`src/hw/rtl/jsu_pkg.sv`:
```
`default_nettype none

package jsu_pkg;

    // Most bytes a single input item can produce (short unicode flush).
    localparam int MaxOut = 4;

    // Default depth of the queue between the front and the back.
    localparam int QueueDepth = 4;

    localparam int OutCntW = $clog2(MaxOut + 1);
    localparam int OutIdxW = $clog2(MaxOut);

    // All bytes produced by one input item, handed from front to back.
    typedef struct packed {
        logic [MaxOut-1:0][7:0] data;
        logic [OutCntW-1:0]     cnt;
        logic                   fin;
    } t_bundle;

endpackage

`default_nettype wire

```
`src/hw/rtl/json_string_unescape_core.sv`:
```
// Channel | Valid       | Stall        | Payload
// input   | i_in_valid  | o_in_stall   | i_data_byte, i_end_of_string
// output  | o_out_valid | i_out_stall  | o_out_byte, o_last_of_run, o_string_done
//
// The front decodes one input beat per cycle while the queue has room.
// The back sends one output byte per cycle while i_out_stall is low, so an item
// that yields n bytes holds the back until its last byte leaves; a short unicode
// flush yields up to four. A byte passes a queue slot and r_cur to reach the output.
// Reset clears the decoder state, the queue pointers and the output valid.
// Output stalls fill the queue, which then raises o_in_stall.
`default_nettype none

module json_string_unescape_core #(
    parameter int QUEUE_DEPTH = jsu_pkg::QueueDepth
) (
    input  wire logic       i_clk,
    input  wire logic       i_rst_n,
    input  wire logic       i_in_valid,
    output logic            o_in_stall,
    input  wire logic [7:0] i_data_byte,
    input  wire logic       i_end_of_string,
    output logic            o_out_valid,
    input  wire logic       i_out_stall,
    output logic [7:0]      o_out_byte,
    output logic            o_last_of_run,
    output logic            o_string_done
);

    jsu_pkg::t_bundle fr_bundle;
    jsu_pkg::t_bundle q_bundle;
    logic             push;
    logic             pop;
    logic             q_nonempty;
    logic             q_full;
    logic             in_accept;

    assign o_in_stall = q_full;
    assign in_accept  = i_in_valid && !q_full;

    jsu_front u_front (
        .i_clk           (i_clk),
        .i_rst_n         (i_rst_n),
        .i_accept        (in_accept),
        .i_data_byte     (i_data_byte),
        .i_end_of_string (i_end_of_string),
        .o_bundle        (fr_bundle),
        .o_push          (push)
    );

    jsu_queue #(
        .DEPTH (QUEUE_DEPTH)
    ) u_queue (
        .i_clk      (i_clk),
        .i_rst_n    (i_rst_n),
        .i_push     (push),
        .i_bundle   (fr_bundle),
        .i_pop      (pop),
        .o_bundle   (q_bundle),
        .o_nonempty (q_nonempty),
        .o_full     (q_full)
    );

    jsu_back u_back (
        .i_clk         (i_clk),
        .i_rst_n       (i_rst_n),
        .i_bundle      (q_bundle),
        .i_q_nonempty  (q_nonempty),
        .o_pop         (pop),
        .o_out_valid   (o_out_valid),
        .i_out_stall   (i_out_stall),
        .o_out_byte    (o_out_byte),
        .o_last_of_run (o_last_of_run),
        .o_string_done (o_string_done)
    );

endmodule

`default_nettype wire

```
`src/hw/rtl/jsu_front.sv`:
```
`default_nettype none

module jsu_front (
    input  wire logic            i_clk,
    input  wire logic            i_rst_n,
    input  wire logic            i_accept,
    input  wire logic [7:0]      i_data_byte,
    input  wire logic            i_end_of_string,
    output jsu_pkg::t_bundle     o_bundle,
    output logic                 o_push
);

    typedef enum logic [2:0] {
        ModePlain = 3'b001,
        ModeEsc   = 3'b010,
        ModeHex   = 3'b100
    } t_mode;

    localparam logic [7:0]  ChBsl     = 8'h5C;
    localparam logic [7:0]  ChU       = 8'h75;
    localparam logic [15:0] Utf8Lim1  = 16'h0080;
    localparam logic [15:0] Utf8Lim2  = 16'h0800;
    localparam logic [7:0]  Lead2     = 8'hC0;
    localparam logic [7:0]  Lead3     = 8'hE0;
    localparam logic [7:0]  ContMark  = 8'h80;
    localparam logic [7:0]  ContMask  = 8'h3F;

    t_mode       r_mode, n_mode;
    logic [1:0]  r_hex_cnt, n_hex_cnt;
    logic [11:0] r_cp, n_cp;
    logic [1:0][7:0] r_held;

    // Bit 8 flags a recognized single-character escape, bits 7:0 its value.
    function automatic logic [8:0] simple_esc(input logic [7:0] c);
        logic [8:0] res;
        unique case (c)
            8'h22:   res = {1'b1, 8'h22};
            8'h5C:   res = {1'b1, 8'h5C};
            8'h2F:   res = {1'b1, 8'h2F};
            8'h62:   res = {1'b1, 8'h08};
            8'h66:   res = {1'b1, 8'h0C};
            8'h6E:   res = {1'b1, 8'h0A};
            8'h72:   res = {1'b1, 8'h0D};
            8'h74:   res = {1'b1, 8'h09};
            default: res = {1'b0, c};
        endcase
        return res;
    endfunction

    function automatic logic [3:0] hex_val(input logic [7:0] c);
        logic [3:0] v;
        if (c >= 8'h30 && c <= 8'h39) begin
            v = 4'(c - 8'h30);
        end else if (c >= 8'h61 && c <= 8'h66) begin
            v = 4'(c - 8'h57);
        end else if (c >= 8'h41 && c <= 8'h46) begin
            v = 4'(c - 8'h37);
        end else begin
            v = 4'h0;
        end
        return v;
    endfunction

    logic [7:0]  c;
    logic        fin;
    logic [8:0]  esc;
    logic [15:0] cp_full;
    logic [2:0][7:0] tbuf;
    logic [2:0][7:0] tnxt;
    logic [1:0]  tlen;
    logic        skip;
    logic [8:0]  tesc;
    logic [jsu_pkg::MaxOut-1:0][7:0] ob;
    logic [jsu_pkg::OutCntW-1:0]     on;

    assign c       = i_data_byte;
    assign fin     = i_end_of_string;
    assign esc     = simple_esc(c);
    assign cp_full = {r_cp, hex_val(c)};

    // Bytes gathered so far plus the current one, for the short-escape flush.
    assign tbuf[0] = (r_hex_cnt == 2'd0) ? c : r_held[0];
    assign tbuf[1] = (r_hex_cnt == 2'd1) ? c : r_held[1];
    assign tbuf[2] = c;
    assign tnxt[0] = tbuf[1];
    assign tnxt[1] = tbuf[2];
    assign tnxt[2] = tbuf[2];
    assign tlen    = r_hex_cnt + 2'd1;

    always_comb begin
        n_mode    = r_mode;
        n_hex_cnt = r_hex_cnt;
        n_cp      = r_cp;
        ob        = '0;
        on        = '0;
        skip      = 1'b0;
        tesc      = '0;
        unique case (r_mode)
            ModeEsc: begin
                n_mode = ModePlain;
                if (esc[8]) begin
                    ob[0] = esc[7:0];
                    on    = 3'd1;
                end else if (c == ChU) begin
                    if (fin) begin
                        ob[0] = ChU;
                        on    = 3'd1;
                    end else begin
                        n_mode    = ModeHex;
                        n_hex_cnt = 2'd0;
                        n_cp      = '0;
                    end
                end else begin
                    ob[0] = ChBsl;
                    ob[1] = c;
                    on    = 3'd2;
                end
            end
            ModeHex: begin
                n_cp = cp_full[11:0];
                if (r_hex_cnt == 2'd3) begin
                    n_mode    = ModePlain;
                    n_hex_cnt = 2'd0;
                    n_cp      = '0;
                    if (cp_full < Utf8Lim1) begin
                        ob[0] = cp_full[7:0];
                        on    = 3'd1;
                    end else if (cp_full < Utf8Lim2) begin
                        ob[0] = Lead2 | {3'b000, cp_full[10:6]};
                        ob[1] = ContMark | (cp_full[7:0] & ContMask);
                        on    = 3'd2;
                    end else begin
                        ob[0] = Lead3 | {4'h0, cp_full[15:12]};
                        ob[1] = ContMark | (cp_full[13:6] & ContMask);
                        ob[2] = ContMark | (cp_full[7:0] & ContMask);
                        on    = 3'd3;
                    end
                end else if (fin) begin
                    // The string ended inside the escape: drop the backslash
                    // and decode the gathered bytes as a short final string.
                    n_mode    = ModePlain;
                    n_hex_cnt = 2'd0;
                    n_cp      = '0;
                    ob[0]     = ChU;
                    on        = 3'd1;
                    for (int k = 0; k < 3; k++) begin
                        if (2'(k) < tlen && !skip) begin
                            tesc = simple_esc(tnxt[k]);
                            if (tbuf[k] == ChBsl && 2'(k + 1) < tlen) begin
                                if (tesc[8]) begin
                                    ob[on[jsu_pkg::OutIdxW-1:0]] = tesc[7:0];
                                    on   = on + 3'd1;
                                    skip = 1'b1;
                                end else if (tnxt[k] != ChU) begin
                                    ob[on[jsu_pkg::OutIdxW-1:0]] = ChBsl;
                                    on = on + 3'd1;
                                end
                            end else begin
                                ob[on[jsu_pkg::OutIdxW-1:0]] = tbuf[k];
                                on = on + 3'd1;
                            end
                        end else begin
                            skip = 1'b0;
                        end
                    end
                end else begin
                    n_hex_cnt = r_hex_cnt + 2'd1;
                end
            end
            default: begin
                if (c == ChBsl && !fin) begin
                    n_mode = ModeEsc;
                end else begin
                    n_mode = ModePlain;
                    ob[0]  = c;
                    on     = 3'd1;
                end
            end
        endcase
        if (fin) begin
            n_mode    = ModePlain;
            n_hex_cnt = 2'd0;
            n_cp      = '0;
        end
    end

    always_ff @(posedge i_clk) begin
        if (!i_rst_n) begin
            r_mode    <= ModePlain;
            r_hex_cnt <= 2'd0;
            r_cp      <= '0;
        end else if (i_accept) begin
            r_mode    <= n_mode;
            r_hex_cnt <= n_hex_cnt;
            r_cp      <= n_cp;
        end
    end

    always_ff @(posedge i_clk) begin
        if (i_accept && r_mode == ModeHex && !fin && r_hex_cnt < 2'd2) begin
            r_held[r_hex_cnt[0]] <= c;
        end
    end

    assign o_bundle.data = ob;
    assign o_bundle.cnt  = on;
    assign o_bundle.fin  = fin;
    assign o_push        = i_accept && (on != '0);

endmodule

`default_nettype wire

```
`src/hw/rtl/jsu_queue.sv`:
```
`default_nettype none

module jsu_queue #(
    parameter int DEPTH = jsu_pkg::QueueDepth
) (
    input  wire logic              i_clk,
    input  wire logic              i_rst_n,
    input  wire logic              i_push,
    input  wire jsu_pkg::t_bundle  i_bundle,
    input  wire logic              i_pop,
    output jsu_pkg::t_bundle       o_bundle,
    output logic                   o_nonempty,
    output logic                   o_full
);

    localparam int AW = (DEPTH > 1) ? $clog2(DEPTH) : 1;
    localparam int CW = $clog2(DEPTH + 1);

    jsu_pkg::t_bundle r_slot [DEPTH];
    logic [AW-1:0] r_wr, r_rd;
    logic [CW-1:0] r_cnt;

    function automatic logic [AW-1:0] bump(input logic [AW-1:0] p);
        return (p == AW'(DEPTH - 1)) ? '0 : p + 1'b1;
    endfunction

    always_ff @(posedge i_clk) begin
        if (!i_rst_n) begin
            r_wr  <= '0;
            r_rd  <= '0;
            r_cnt <= '0;
        end else begin
            if (i_push) begin
                r_wr <= bump(r_wr);
            end
            if (i_pop) begin
                r_rd <= bump(r_rd);
            end
            if (i_push && !i_pop) begin
                r_cnt <= r_cnt + 1'b1;
            end else if (i_pop && !i_push) begin
                r_cnt <= r_cnt - 1'b1;
            end
        end
    end

    always_ff @(posedge i_clk) begin
        if (i_push) begin
            r_slot[r_wr] <= i_bundle;
        end
    end

    assign o_bundle   = r_slot[r_rd];
    assign o_nonempty = (r_cnt != '0);
    assign o_full     = (r_cnt == CW'(DEPTH));

endmodule

`default_nettype wire

```
`src/hw/rtl/jsu_back.sv`:
```
`default_nettype none

module jsu_back (
    input  wire logic            i_clk,
    input  wire logic            i_rst_n,
    input  wire jsu_pkg::t_bundle i_bundle,
    input  wire logic            i_q_nonempty,
    output logic                 o_pop,
    output logic                 o_out_valid,
    input  wire logic            i_out_stall,
    output logic [7:0]           o_out_byte,
    output logic                 o_last_of_run,
    output logic                 o_string_done
);

    jsu_pkg::t_bundle                r_cur;
    logic [jsu_pkg::OutIdxW-1:0]     r_idx;
    logic                            r_have;
    logic                            last;
    logic                            beat;

    assign last  = ({1'b0, r_idx} == r_cur.cnt - 1'b1);
    assign beat  = r_have && !i_out_stall;
    // Take the next bundle when idle or when the final byte of this one leaves.
    assign o_pop = i_q_nonempty && (!r_have || (beat && last));

    always_ff @(posedge i_clk) begin
        if (!i_rst_n) begin
            r_have <= 1'b0;
            r_idx  <= '0;
        end else if (o_pop) begin
            r_have <= 1'b1;
            r_idx  <= '0;
        end else if (beat) begin
            if (last) begin
                r_have <= 1'b0;
            end else begin
                r_idx <= r_idx + 1'b1;
            end
        end
    end

    always_ff @(posedge i_clk) begin
        if (o_pop) begin
            r_cur <= i_bundle;
        end
    end

    assign o_out_valid   = r_have;
    assign o_out_byte    = r_cur.data[r_idx];
    assign o_last_of_run = last;
    assign o_string_done = last && r_cur.fin;

endmodule

`default_nettype wire

```
`config.mk`:
```
export PLATFORM = sky130hd
export DESIGN_NAME = json_string_unescape_core
export DESIGN_NICKNAME = d
export VERILOG_FILES = /design/src/hw/rtl/jsu_pkg.sv /design/src/hw/rtl/json_string_unescape_core.sv /design/src/hw/rtl/jsu_front.sv /design/src/hw/rtl/jsu_queue.sv /design/src/hw/rtl/jsu_back.sv
export SDC_FILE = /design/constraint.sdc
export NUM_CORES = 1
export LEC_CHECK = 0
export BUFFER_PORTS_ARGS = -buffer_cell sky130_fd_sc_hd__buf_2
export CORE_MARGIN = 10
export CORE_UTILIZATION = 55
export DETAILED_ROUTE_END_ITERATION = 8
export PLACE_DENSITY = 0.82
export SLEW_MARGIN = 20
export SYNTH_ARGS = -nofsm -noshare
export SYNTH_HDL_FRONTEND = slang
export SYNTH_SLANG_ARGS = --single-unit
```
`constraint.sdc`:
```
create_clock -name i_clk -period 10.8 [get_ports i_clk]
set_input_delay 1.62 -clock i_clk [delete_from_list [all_inputs] [get_ports i_clk]]
set_output_delay 1.62 -clock i_clk [all_outputs]
set_load 0.01 [all_outputs]
```
==> metrics.md, run 1 <==
| Metric | Value |
|---|---|
| Compound-Gate Fraction of Synth Area | `11.8%` |
| EDFF count, synth | `196` |
| Via density | `6.46` |
| Synth Area in Simple Gates | `12.9%` |
| Post-DP Area | `11,500 µm²` |
| PostCTS Resize Cnt | `0` |
| Clock Skew | `0.0134 ns` |
| RD Place Congestion | `1.01` |
| Critical-path top delay cell | `or3_4` |
| Setup Viol. Count Final | `0` |
| CTS clock-pin slew for the worst setup and hold paths | `0.06 ns` |
| Pleak | `4.15 nW` |
| Drt initial violations | `746` |
| Tcrit/Tclk final | `54.1%` |
| Core ar. | `20,200 µm²` |
| Maxcap violations | `0` |
| Fin util | `60.9%` |
| Synth unique cells | `97` |
| Nets | `901` |
| Hold buffers post-CTS | `0` |
| Max-Slew Margin vs Limit | `26.7%` |
| Initial cell density of the core | `55.6%` |
| Design Area, Final | `12,300 µm²` |
| Peak supply drop | `0.116 mV` |
| RSZ-0062 raised after global routing | `false` |
| Initial antenna violation count | `0` |
| Synth Area in Adders | `2.86%` |
| Syn nets | `891` |
| Power per cell area | `197 nW/µm²` |
| Grt total ovfl | `0` |
| Cell taking the most area after synthesis | `edfxtp_1` |
| Fillcell total | `1,513` |
| Synth top area share | `52.5%` |
| Row count | `52` |
| Largest net degree at the start of global routing | `40` |
| Residual DRC count | `0` |
| IO Pins | `25` |
| Die Ht | `163 µm` |
| Minimum clock period | `5.85 ns` |
| Crit path kind | `input port to flop` |
| Fmax | `171 MHz` |
| Synthesis warning total | `0` |
| First-pass GRT wire length | `43.8 mm` |
| Outcome | `finished, final reports clean` |
| Syn avg cell area | `13.1 µm²` |
| Critical-path cell list | `buf_2, inv_1, ha_1, mux2_2, and3_1, or3_4, nand3_4, mux2_4, ha_1, o211ai_2, and4_4, o21ai_2, a41oi_4, ha_1, inv_1, fa_1, xor2_1, or3_1, a21boi_0` |
| CP most frequent cell | `ha_1` |
| Main synth FF type | `edfxtp_1` |
| Via Count | `7,424` |
| Die W | `163 µm` |
| #FFs+latches synth | `223` |
| Synth Cell Area | `11,200 µm²` |
| Crit path DAT | `6.28 ns` |
| Hold Path Class | `flop to flop` |
| Setup tns final | `0 ns` |
| Inserted Clock Buffers | `23` |
| CTS root buf | `clkbuf_16` |
| Pins Over Slew Limit | `0` |
| Max clock buf depth | `3` |
| Synth Area in XOR/XNOR | `0.792%` |
| CP endpoint kind | `flop` |
| DRT Pass-1 Iters | `5` |
| Global-route usage over all layers | `21.3%` |
| CP delay by family, top | `simple AND/OR/NAND/NOR gates` |
| Final ANT Viol Nets | `0` |
| Clock latency on the worst-skew pair | `0.53 ns` |
| # H-tree levels | `1` |
| Die Footprint | `26,500 µm²` |
| Final hold viol count | `0` |
| Critical Path Max Stage Delay | `0.46 ns` |
| Footprint of the multi-input gates | `4450 µm²` |
| CTS sink count | `223` |
| Mux cell area share after synthesis | `11.1%` |
| CP startpoint kind | `input port` |
| Total length of routed wires | `28.3 mm` |
| Placed wire-length estimate | `19.6 mm` |
| CTS tree | `yes` |
| Seq/Total Area, Yosys | `57.3%` |
| Sequential Area | `6430 µm²` |
| Main combinational cell family by area after synthesis | `simple AND/OR/NAND/NOR gates` |
| Async SR Flop Fraction | `0%` |
| Postcts setup bufs | `0` |
| Layout cells sized above 1 | `17.6%` |
| Worst slew pin tran | `1.09 ns` |
| Synthesis-to-finish area growth | `9.57%` |
| Req. time, crit path | `11.24 ns` |
| Synth area leaders | `edfxtp_1 (52%), mux4_2 (8.8%), dfxtp_1 (4.8%), ha_1 (2.7%), nand2_1 (2.3%)` |
| Cells after Synth | `853` |
| Vias in the first global route | `7,326` |
| Worst Path Max Fanout | `22` |
| IO buf count | `24` |
| DR WL/cell | `24.6 µm` |
| ANT cells | `0` |
| WP buf/inv | `3` |
area by class of cell:
cell class / instances / share of cell area [%]
Clock inverter: 8 / 0.682
Tap cell: 270 / 2.75
Inverter: 25 / 0.764
Timing Repair Buffer: 36 / 1.71
Clock buffer: 34 / 5.61
Sequential cell: 223 / 52.3
Multi-Input combinational cell: 554 / 36.2
logic make-up (layout without fill, tap and decap cells):
logic type / Yosys count / after routing
and+or+nand+nor: 268 / 268
DFF: 223 / 223
AOI/OAI and AO/OA: 186 / 186
buffers and inverters: 76 / 103
adders and majority gates: 25 / 25
xor gates and xnor gates: 8 / 8
muxes: 67 / 67
final timing paths:
kind                                     startpoint                            end  slack, ns  cells after the start
setup / recovery                     i_data_byte[0]  u_queue.r_cnt[2]$_SDFFE_PN0P_       4.95                     19
hold / removal        u_front.r_cp[11]$_SDFFE_PN0P_  u_front.r_cp[11]$_SDFFE_PN0P_       0.50                      2
setup reg to reg  u_front.r_hex_cnt[0]$_SDFFE_PN0P_  u_queue.r_cnt[2]$_SDFFE_PN0P_       5.28                     20
hold reg to reg       u_front.r_cp[11]$_SDFFE_PN0P_  u_front.r_cp[11]$_SDFFE_PN0P_       0.50                      2
placed cells by master, fill, tap and decap left out, types with 12 or more instances in the layout:
| cell | netlist | final |
|---|---|---|
| ha_1 | 24 | 24 |
| a21oi_1 | 35 | 35 |
| nor2b_1 | 12 | 12 |
| nor2_1 | 65 | 65 |
| clkbuf_16 | 0 | 25 |
| edfxtp_1 | 196 | 196 |
| a22oi_1 | 14 | 14 |
| dfxtp_1 | 27 | 26 |
| and3_1 | 13 | 13 |
| mux4_2 | 44 | 44 |
| nand3_1 | 23 | 23 |
| nor3_1 | 15 | 13 |
| o31ai_1 | 13 | 13 |
| buf_4 | 4 | 12 |
| buf_2 | 13 | 24 |
| nand2_1 | 68 | 68 |
| inv_1 | 24 | 24 |
| mux2i_1 | 16 | 16 |
| a21boi_0 | 16 | 16 |
| o21ai_0 | 29 | 29 |
registers in the layout, indices dropped and copies added (netlist names):
name / flops
u_back.o_out_valid: 1
u_back.r_cur: 36
u_back.r_idx: 2
u_front.r_cp: 12
u_front.r_held: 16
u_front.r_hex_cnt: 2
u_front.r_mode: 3
u_queue.r_cnt: 3
u_queue.r_rd: 2
u_queue.r_slot: 144
u_queue.r_wr: 2
where the power goes:
group          internal (mW)  switching (mW)  total (mW)
registers               1.11          0.0486        1.16
logic                  0.208           0.258       0.466
clock network          0.470           0.327       0.797
total                   1.79           0.634        2.42
per-layer routing:
metal / share of wire, % / vias to the layer above / GRT usage [%]
li1: - / 3341 / -
met1: 41 / 3658 / 28.7
met2: 47 / 341 / 33.8
met3: 7.5 / 84 / 4.04
met4: 3.8 / 0 / 7.54
met5: 0 / - / 0
Yosys cell counts (16+ instances only):
master and count:
a21boi_0 16, a21oi_1 35, clkbuf_1 25, dfxtp_1 27, edfxtp_1 196, ha_1 24, inv_1 24, mux2i_1 16
mux4_2 44, nand2_1 68, nand3_1 23, nor2_1 65, o21ai_0 29
worst register-to-register path: stages, from the launching register on:
cell      delay (ns)
dfxtp_1         0.42
inv_1           0.13
ha_1            0.39
or4b_1          0.57
nor4_1          0.36
or2_1           0.24
a31oi_2         0.20
inv_1           0.14
ha_1            0.23
mux2_4          0.30
ha_1            0.21
o211ai_2        0.11
and4_4          0.29
o21ai_2         0.09
a41oi_4         0.34
ha_1            0.24
inv_1           0.07
fa_1            0.38
xor2_1          0.17
or3_1           0.30
a21boi_0        0.22
per-stage QoR:
step                      total power [mW]  instances  setup WS [ns]  hold WS (ns)
after floorplan                       1.50        853           4.93         0.451
after global placement                1.62       1108           4.62         0.473
after detailed placement              1.65       1108           4.43         0.488
after CTS                             2.44       1150           4.98         0.495
after global routing                  2.52       1150           4.64         0.513
final                                 2.42       1150           4.95         0.498
Power figures use the tool's default switching activity.
==> inputs of run 2 (changes only) <==
--- a/config.mk
+++ b/config.mk
@@ -9,7 +9,7 @@
 export CORE_MARGIN = 10
 export CORE_UTILIZATION = 55
 export DETAILED_ROUTE_END_ITERATION = 8
-export PLACE_DENSITY = 0.82
+export PLACE_DENSITY = 0.85
 export SLEW_MARGIN = 20
 export SYNTH_ARGS = -nofsm -noshare
 export SYNTH_HDL_FRONTEND = slang
==> constraint.sdc (replaced) <==
create_clock -name i_clk -period 5.25 [get_ports i_clk]
set_input_delay 0.7875 -clock i_clk [delete_from_list [all_inputs] [get_ports i_clk]]
set_output_delay 0.7875 -clock i_clk [all_outputs]
set_load 0.01 [all_outputs]
==> metrics.md, run 2 (synthesis gave the netlist of run 1 again) <==
| Metric | Value |
|---|---|
| Grt total ovfl | `0` |
| ANT cells | `0` |
| Row count | `52` |
| Placed wire-length estimate | `20.6 mm` |
| # H-tree levels | `1` |
| Critical-path cell list | `inv_1, ha_1, nor4bb_1, and3_1, or2_1, a31oi_2, inv_1, ha_1, mux2_4, ha_1, o211ai_2, and4_4, o21ai_2, a41oi_4, ha_1, inv_1, fa_1, xor2_1, or3_1, a21boi_0` |
| Max-Slew Margin vs Limit | `30.7%` |
| Power per cell area | `401 nW/µm²` |
| Max clock buf depth | `3` |
| Via density | `6.54` |
| Reg with most FFs | `u_queue.r_slot` |
| Crit path DAT | `5.51 ns` |
| Setup Viol. Count Final | `0` |
| Via Count | `7,768` |
| Worst hold slack | `0.484 ns` |
| IO Pins | `25` |
| Pins Over Slew Limit | `0` |
| Req. time, crit path | `5.71 ns` |
| Drt initial violations | `900` |
| Hold buffers post-CTS | `0` |
| Fmax | `198 MHz` |
| Clock Skew | `0.0268 ns` |
| Commonest non-fill, non-tap cell in the layout | `edfxtp_1` |
| Tcrit/Tclk final | `96.2%` |
| Initial antenna violation count | `0` |
| Clock latency on the worst-skew pair | `0.54 ns` |
| Non-Filler Instances | `1,187` |
| WP buf/inv | `3` |
| Nets | `938` |
| R2r worst-path depth | `20` |
| Crit path kind | `flop to flop` |
| CP endpoint kind | `flop` |
| Pleak | `4.34 nW` |
| Inserted Clock Buffers | `23` |
| Critical-path top delay cell | `ha_1` |
| Largest net degree at the start of global routing | `40` |
| Total length of routed wires | `30.2 mm` |
| Worst Path Max Fanout | `6` |
| Most frequent cells in the layout | `edfxtp_1 (196), nand2_1 (68), nor2_1 (65)` |
| Vias in the first global route | `7,593` |
| Final hold viol count | `0` |
| Synthesis-to-finish area growth | `12.6%` |
| CP startpoint kind | `flop` |
| Stages on worst setup path | `20` |
| Residual DRC count | `0` |
| Peak supply drop | `0.308 mV` |
| DR WL/cell | `25.4 µm` |
| Final ANT Viol Nets | `0` |
| Worst slew pin tran | `1.01 ns` |
| Critical Path Max Stage Delay | `0.46 ns` |
| RD Place Congestion | `1.02` |
| Hold path cells | `2` |
| CTS tree | `yes` |
| Maxcap violations | `0` |
| DRT Pass-1 Iters | `7` |
| Inst Count DP | `1,143` |
| Core ar. | `20,200 µm²` |
| First-pass GRT wire length | `45.8 mm` |
| Die Footprint | `26,500 µm²` |
| Minimum clock period | `5.05 ns` |
| Layout cells sized above 1 | `21.0%` |
| Die W | `163 µm` |
| Outcome | `finished, final reports clean` |
| Hold Path Class | `flop to flop` |
| CTS clock-pin slew for the worst setup and hold paths | `0.06 ns` |
| CTS root buf | `clkbuf_16` |
| Die Ht | `163 µm` |
| RSZ-0062 raised after global routing | `false` |
| CP most frequent cell | `ha_1` |
| CTS sink count | `223` |
| Global-route usage over all layers | `22.4%` |
| IO buf count | `24` |
| Setup tns final | `0 ns` |
| Max FFs per register | `144` |
| Initial cell density of the core | `55.6%` |
| CP delay by family, top | `adder cells` |
run 2: stage by stage:
step	utilization [%]	setup WS, ns	power [mW]	cell area [µm²]
finish	62.6	0.198	5.06	12600
global route	62.6	0.0174	5.25	12600
CTS	62.5	0.106	5.11	12600
detailed placement	58.7	0.143	3.42	11800
global placement	58.6	0.271	3.35	11800
floorplan	-	0.215	3.08	11200
run 2: worst paths after layout:
path,start,end,slack (ns)
max,u_front.r_hex_cnt[0]$_SDFFE_PN0P_,u_queue.r_cnt[2]$_SDFFE_PN0P_,0.20
min,u_front.r_cp[8]$_SDFFE_PN0P_,u_front.r_cp[8]$_SDFFE_PN0P_,0.48
max reg2reg,u_front.r_hex_cnt[0]$_SDFFE_PN0P_,u_queue.r_cnt[2]$_SDFFE_PN0P_,0.20
min reg2reg,u_front.r_cp[8]$_SDFFE_PN0P_,u_front.r_cp[8]$_SDFFE_PN0P_,0.48
run 2: cell type report:
type | instances | area (µm²)
fillers | 1497 | 7540
well taps | 270 | 338
inverters | 25 | 93.8
repair buffers | 73 | 551
clock inverters | 16 | 183
multi-input cells | 554 | 4450
flip-flops and latches | 223 | 6430
clock buffers | 26 | 587
run 2: where the power goes:
group	internal (mW)	total (mW)	switching [mW]	leakage (nW)
registers	2.28	2.41	0.128	2.05
clock network	0.965	1.65	0.685	0.370
logic	0.454	0.998	0.544	1.93
total	3.70	5.06	1.36	4.34
run 2: per-layer routing:
metal / part of all wire (%) / routed length, µm / up-vias / GRT usage [%]
met3: 8.5 / 2560 / 93 / 4.17
met2: 48 / 14600 / 459 / 36.4
met4: 4.1 / 1230 / 0 / 8.44
met5: 0 / 0 / - / 0
li1: - / - / 3422 / -
met1: 39 / 11800 / 3794 / 29.2
run 2: what timing repair did:
| item | CTS | global route |
|---|---|---|
| resized for setup | 0 | 2 |
| hold endpoints to repair | 0 | 0 |
| endpoints found under the setup margin | 0 | 1 |
| setup buffers | 0 | 2 |
run 2: worst reg2reg max path, stage by stage (launching register included):
cell,delay [ns]
dfxtp_1,0.42
inv_1,0.13
ha_1,0.46
nor4bb_1,0.19
and3_1,0.21
or2_1,0.27
a31oi_2,0.23
inv_1,0.12
ha_1,0.28
mux2_4,0.30
ha_1,0.20
o211ai_2,0.11
and4_4,0.29
o21ai_2,0.10
a41oi_4,0.26
ha_1,0.23
inv_1,0.08
fa_1,0.41
xor2_1,0.19
or3_1,0.31
a21boi_0,0.18
==> inputs of run 3 (changes only) <==
--- a/config.mk
+++ b/config.mk
@@ -6,8 +6,9 @@
 export NUM_CORES = 1
 export LEC_CHECK = 0
 export BUFFER_PORTS_ARGS = -buffer_cell sky130_fd_sc_hd__buf_2
-export CORE_MARGIN = 10
+export CORE_MARGIN = 4
 export CORE_UTILIZATION = 55
+export CTS_BUF_LIST = sky130_fd_sc_hd__clkbuf_4 sky130_fd_sc_hd__clkbuf_8
 export DETAILED_ROUTE_END_ITERATION = 8
 export PLACE_DENSITY = 0.85
 export SLEW_MARGIN = 20
==> metrics.md, run 3 (synthesis gave the netlist of run 1 again) <==
| Metric | Value |
|---|---|
| Final ANT Viol Nets | `0` |
| Worst slew pin tran | `0.989 ns` |
| Inserted Clock Buffers | `35` |
| Peak supply drop | `0.248 mV` |
| Worst Path Max Fanout | `33` |
| Setup Viol. Count Final | `0` |
| Maxcap violations | `0` |
| Nets | `944` |
| CTS tree | `yes` |
| Grt total ovfl | `0` |
| DRT Pass-1 Iters | `7` |
| DR WL/cell | `23.8 µm` |
| Row count | `51` |
| Worst r2r src | `u_front.r_hex_cnt[0]$_SDFFE_PN0P_` |
| CTS clock-pin slew for the worst setup and hold paths | `0.06 ns` |
| Residual DRC count | `0` |
| Tcrit/Tclk final | `95.0%` |
| Drt initial violations | `787` |
| Vias in the first global route | `7,442` |
| Via density | `6.33` |
| Req. time, crit path | `5.71 ns` |
| Crit path kind | `flop to flop` |
| Reg with most FFs | `u_queue.r_slot` |
| Outcome | `finished, final reports clean` |
| Global-route usage over all layers | `25.7%` |
| ANT cells | `0` |
| Crit path DAT | `5.45 ns` |
| Hold buffers post-CTS | `0` |
| Via Count | `7,574` |
| Layout cells sized above 1 | `22.4%` |
| Die W | `151 µm` |
| Critical Path Max Stage Delay | `0.44 ns` |
| Fin util | `63.4%` |
| IO Pins | `25` |
| Core ar. | `19,800 µm²` |
| Critical-path cell list | `ha_2, buf_12, mux2i_1, o21ai_1, or3_1, or3_4, nand3_4, mux2_4, ha_1, o211ai_2, and4_4, o21ai_2, a41oi_4, ha_1, inv_1, fa_1, xor2_1, or3_1, a21boi_0` |
| Design Area, Final | `12,500 µm²` |
| Most frequent cells in the layout | `edfxtp_1 (196), nand2_1 (68), nor2_1 (65)` |
| Fmax | `200 MHz` |
| WP buf/inv | `2` |
| Pleak | `4.32 nW` |
| Overall Power | `4.89 mW` |
| Hold_sp | `u_front.r_cp[10]$_SDFFE_PN0P_` |
| Inst Count DP | `1,134` |
| First-pass GRT wire length | `44.0 mm` |
| Largest net degree at the start of global routing | `39` |
| Post-DP Area | `11,800 µm²` |
| Die Ht | `151 µm` |
| Commonest non-fill, non-tap cell in the layout | `edfxtp_1` |
| Initial antenna violation count | `0` |
| Power per cell area | `390 nW/µm²` |
| CTS sink count | `223` |
| Initial cell density of the core | `56.7%` |
| CP startpoint kind | `flop` |
| Max FFs per register | `144` |
| Synthesis-to-finish area growth | `11.9%` |
| Hold Path Class | `flop to flop` |
| RD Place Congestion | `0.981` |
| Max clock buf depth | `3` |
| Max-Slew Margin vs Limit | `33.4%` |
| Pins Over Slew Limit | `0` |
| CTS root buf | `clkbuf_8` |
| Fillcell total | `1,449` |
| Non-Filler Instances | `1,197` |
| Total length of routed wires | `28.4 mm` |
| Clock latency on the worst-skew pair | `0.53 ns` |
| # H-tree levels | `2` |
| Final hold viol count | `0` |
| CP delay by family, top | `simple AND/OR/NAND/NOR gates` |
| CP startpoint | `u_front.r_hex_cnt[0]$_SDFFE_PN0P_` |
| CP endpoint kind | `flop` |
| Minimum clock period | `4.99 ns` |
| PostCTS Resize Cnt | `0` |
| Placed wire-length estimate | `20.1 mm` |
| IO buf count | `24` |
| Critical-path top delay cell | `dfxtp_1` |
| Die Footprint | `22,700 µm²` |
| RSZ-0062 raised after global routing | `false` |
| Postcts setup bufs | `0` |
| Clock Skew | `0.0258 ns` |
| Setup tns final | `0 ns` |
run 3: cell types whose count changed in the layout (fill, tap and decap cells not counted), moves of 2 or more:
cell	before	now
clkbuf_4	0	11
clkinv_1	5	7
clkbuf_8	0	38
dfxtp_2	2	0
clkbuf_16	23	0
clkbuf_1	3	0
buf_4	44	38
run 3: power breakdown:
part           leakage, nW  total (mW)  switching, mW  internal, mW
sequential            2.05        2.44          0.154          2.29
clock                0.379        1.51          0.658         0.852
combinational         1.90       0.940          0.488         0.452
run 3: area by class of cell:
cell class                      instances  area [µm²]  share of cell area (%)
Inverter                               25        93.8                   0.748
Sequential cell                       223        6430                    51.2
Tap cell                              265         332                    2.64
Timing Repair Buffer                   67         505                    4.03
Clock inverter                         14         131                    1.05
Multi-Input combinational cell        554        4450                    35.5
Clock buffer                           49         606                    4.83
run 3: stage by stage:
stage / hold slack [ns] / worst slack, ns
6_report: 0.479 / 0.261
2_1_floorplan: 0.451 / 0.215
3_5_place_dp: 0.474 / 0.194
5_1_grt: 0.508 / 0.00630
4_1_cts: 0.482 / 0.288
3_3_place_gp: 0.470 / 0.264
run 3: path summary, 6_finish.rpt:
path	end	slack (ns)	cells after the start
worst max-delay path	u_queue.r_cnt[2]$_SDFFE_PN0P_	0.26	19
worst min-delay path	u_front.r_cp[10]$_SDFFE_PN0P_	0.48	2
worst max register to register	u_queue.r_cnt[2]$_SDFFE_PN0P_	0.26	19
worst min register to register	u_front.r_cp[10]$_SDFFE_PN0P_	0.48	2
run 3: layer usage:
metal  routed length, µm  GRT usage, %  vias to the layer above
met5                   0             0                        -
met1               11500          35.7                     3699
met3                2240          4.76                       66
li1                    -             -                     3440
met4                 852          8.66                        0
met2               13800          41.3                      369
run 3: worst reg2reg max path, cell delays in order (launching register included):
cell and delay, ns:
dfxtp_1 0.44, ha_2 0.30, buf_12 0.21, mux2i_1 0.31
o21ai_1 0.17, or3_1 0.37, or3_4 0.40, nand3_4 0.14
mux2_4 0.34, ha_1 0.21, o211ai_2 0.12, and4_4 0.30
o21ai_2 0.11, a41oi_4 0.24, ha_1 0.21, inv_1 0.06
fa_1 0.37, xor2_1 0.17, or3_1 0.31, a21boi_0 0.15
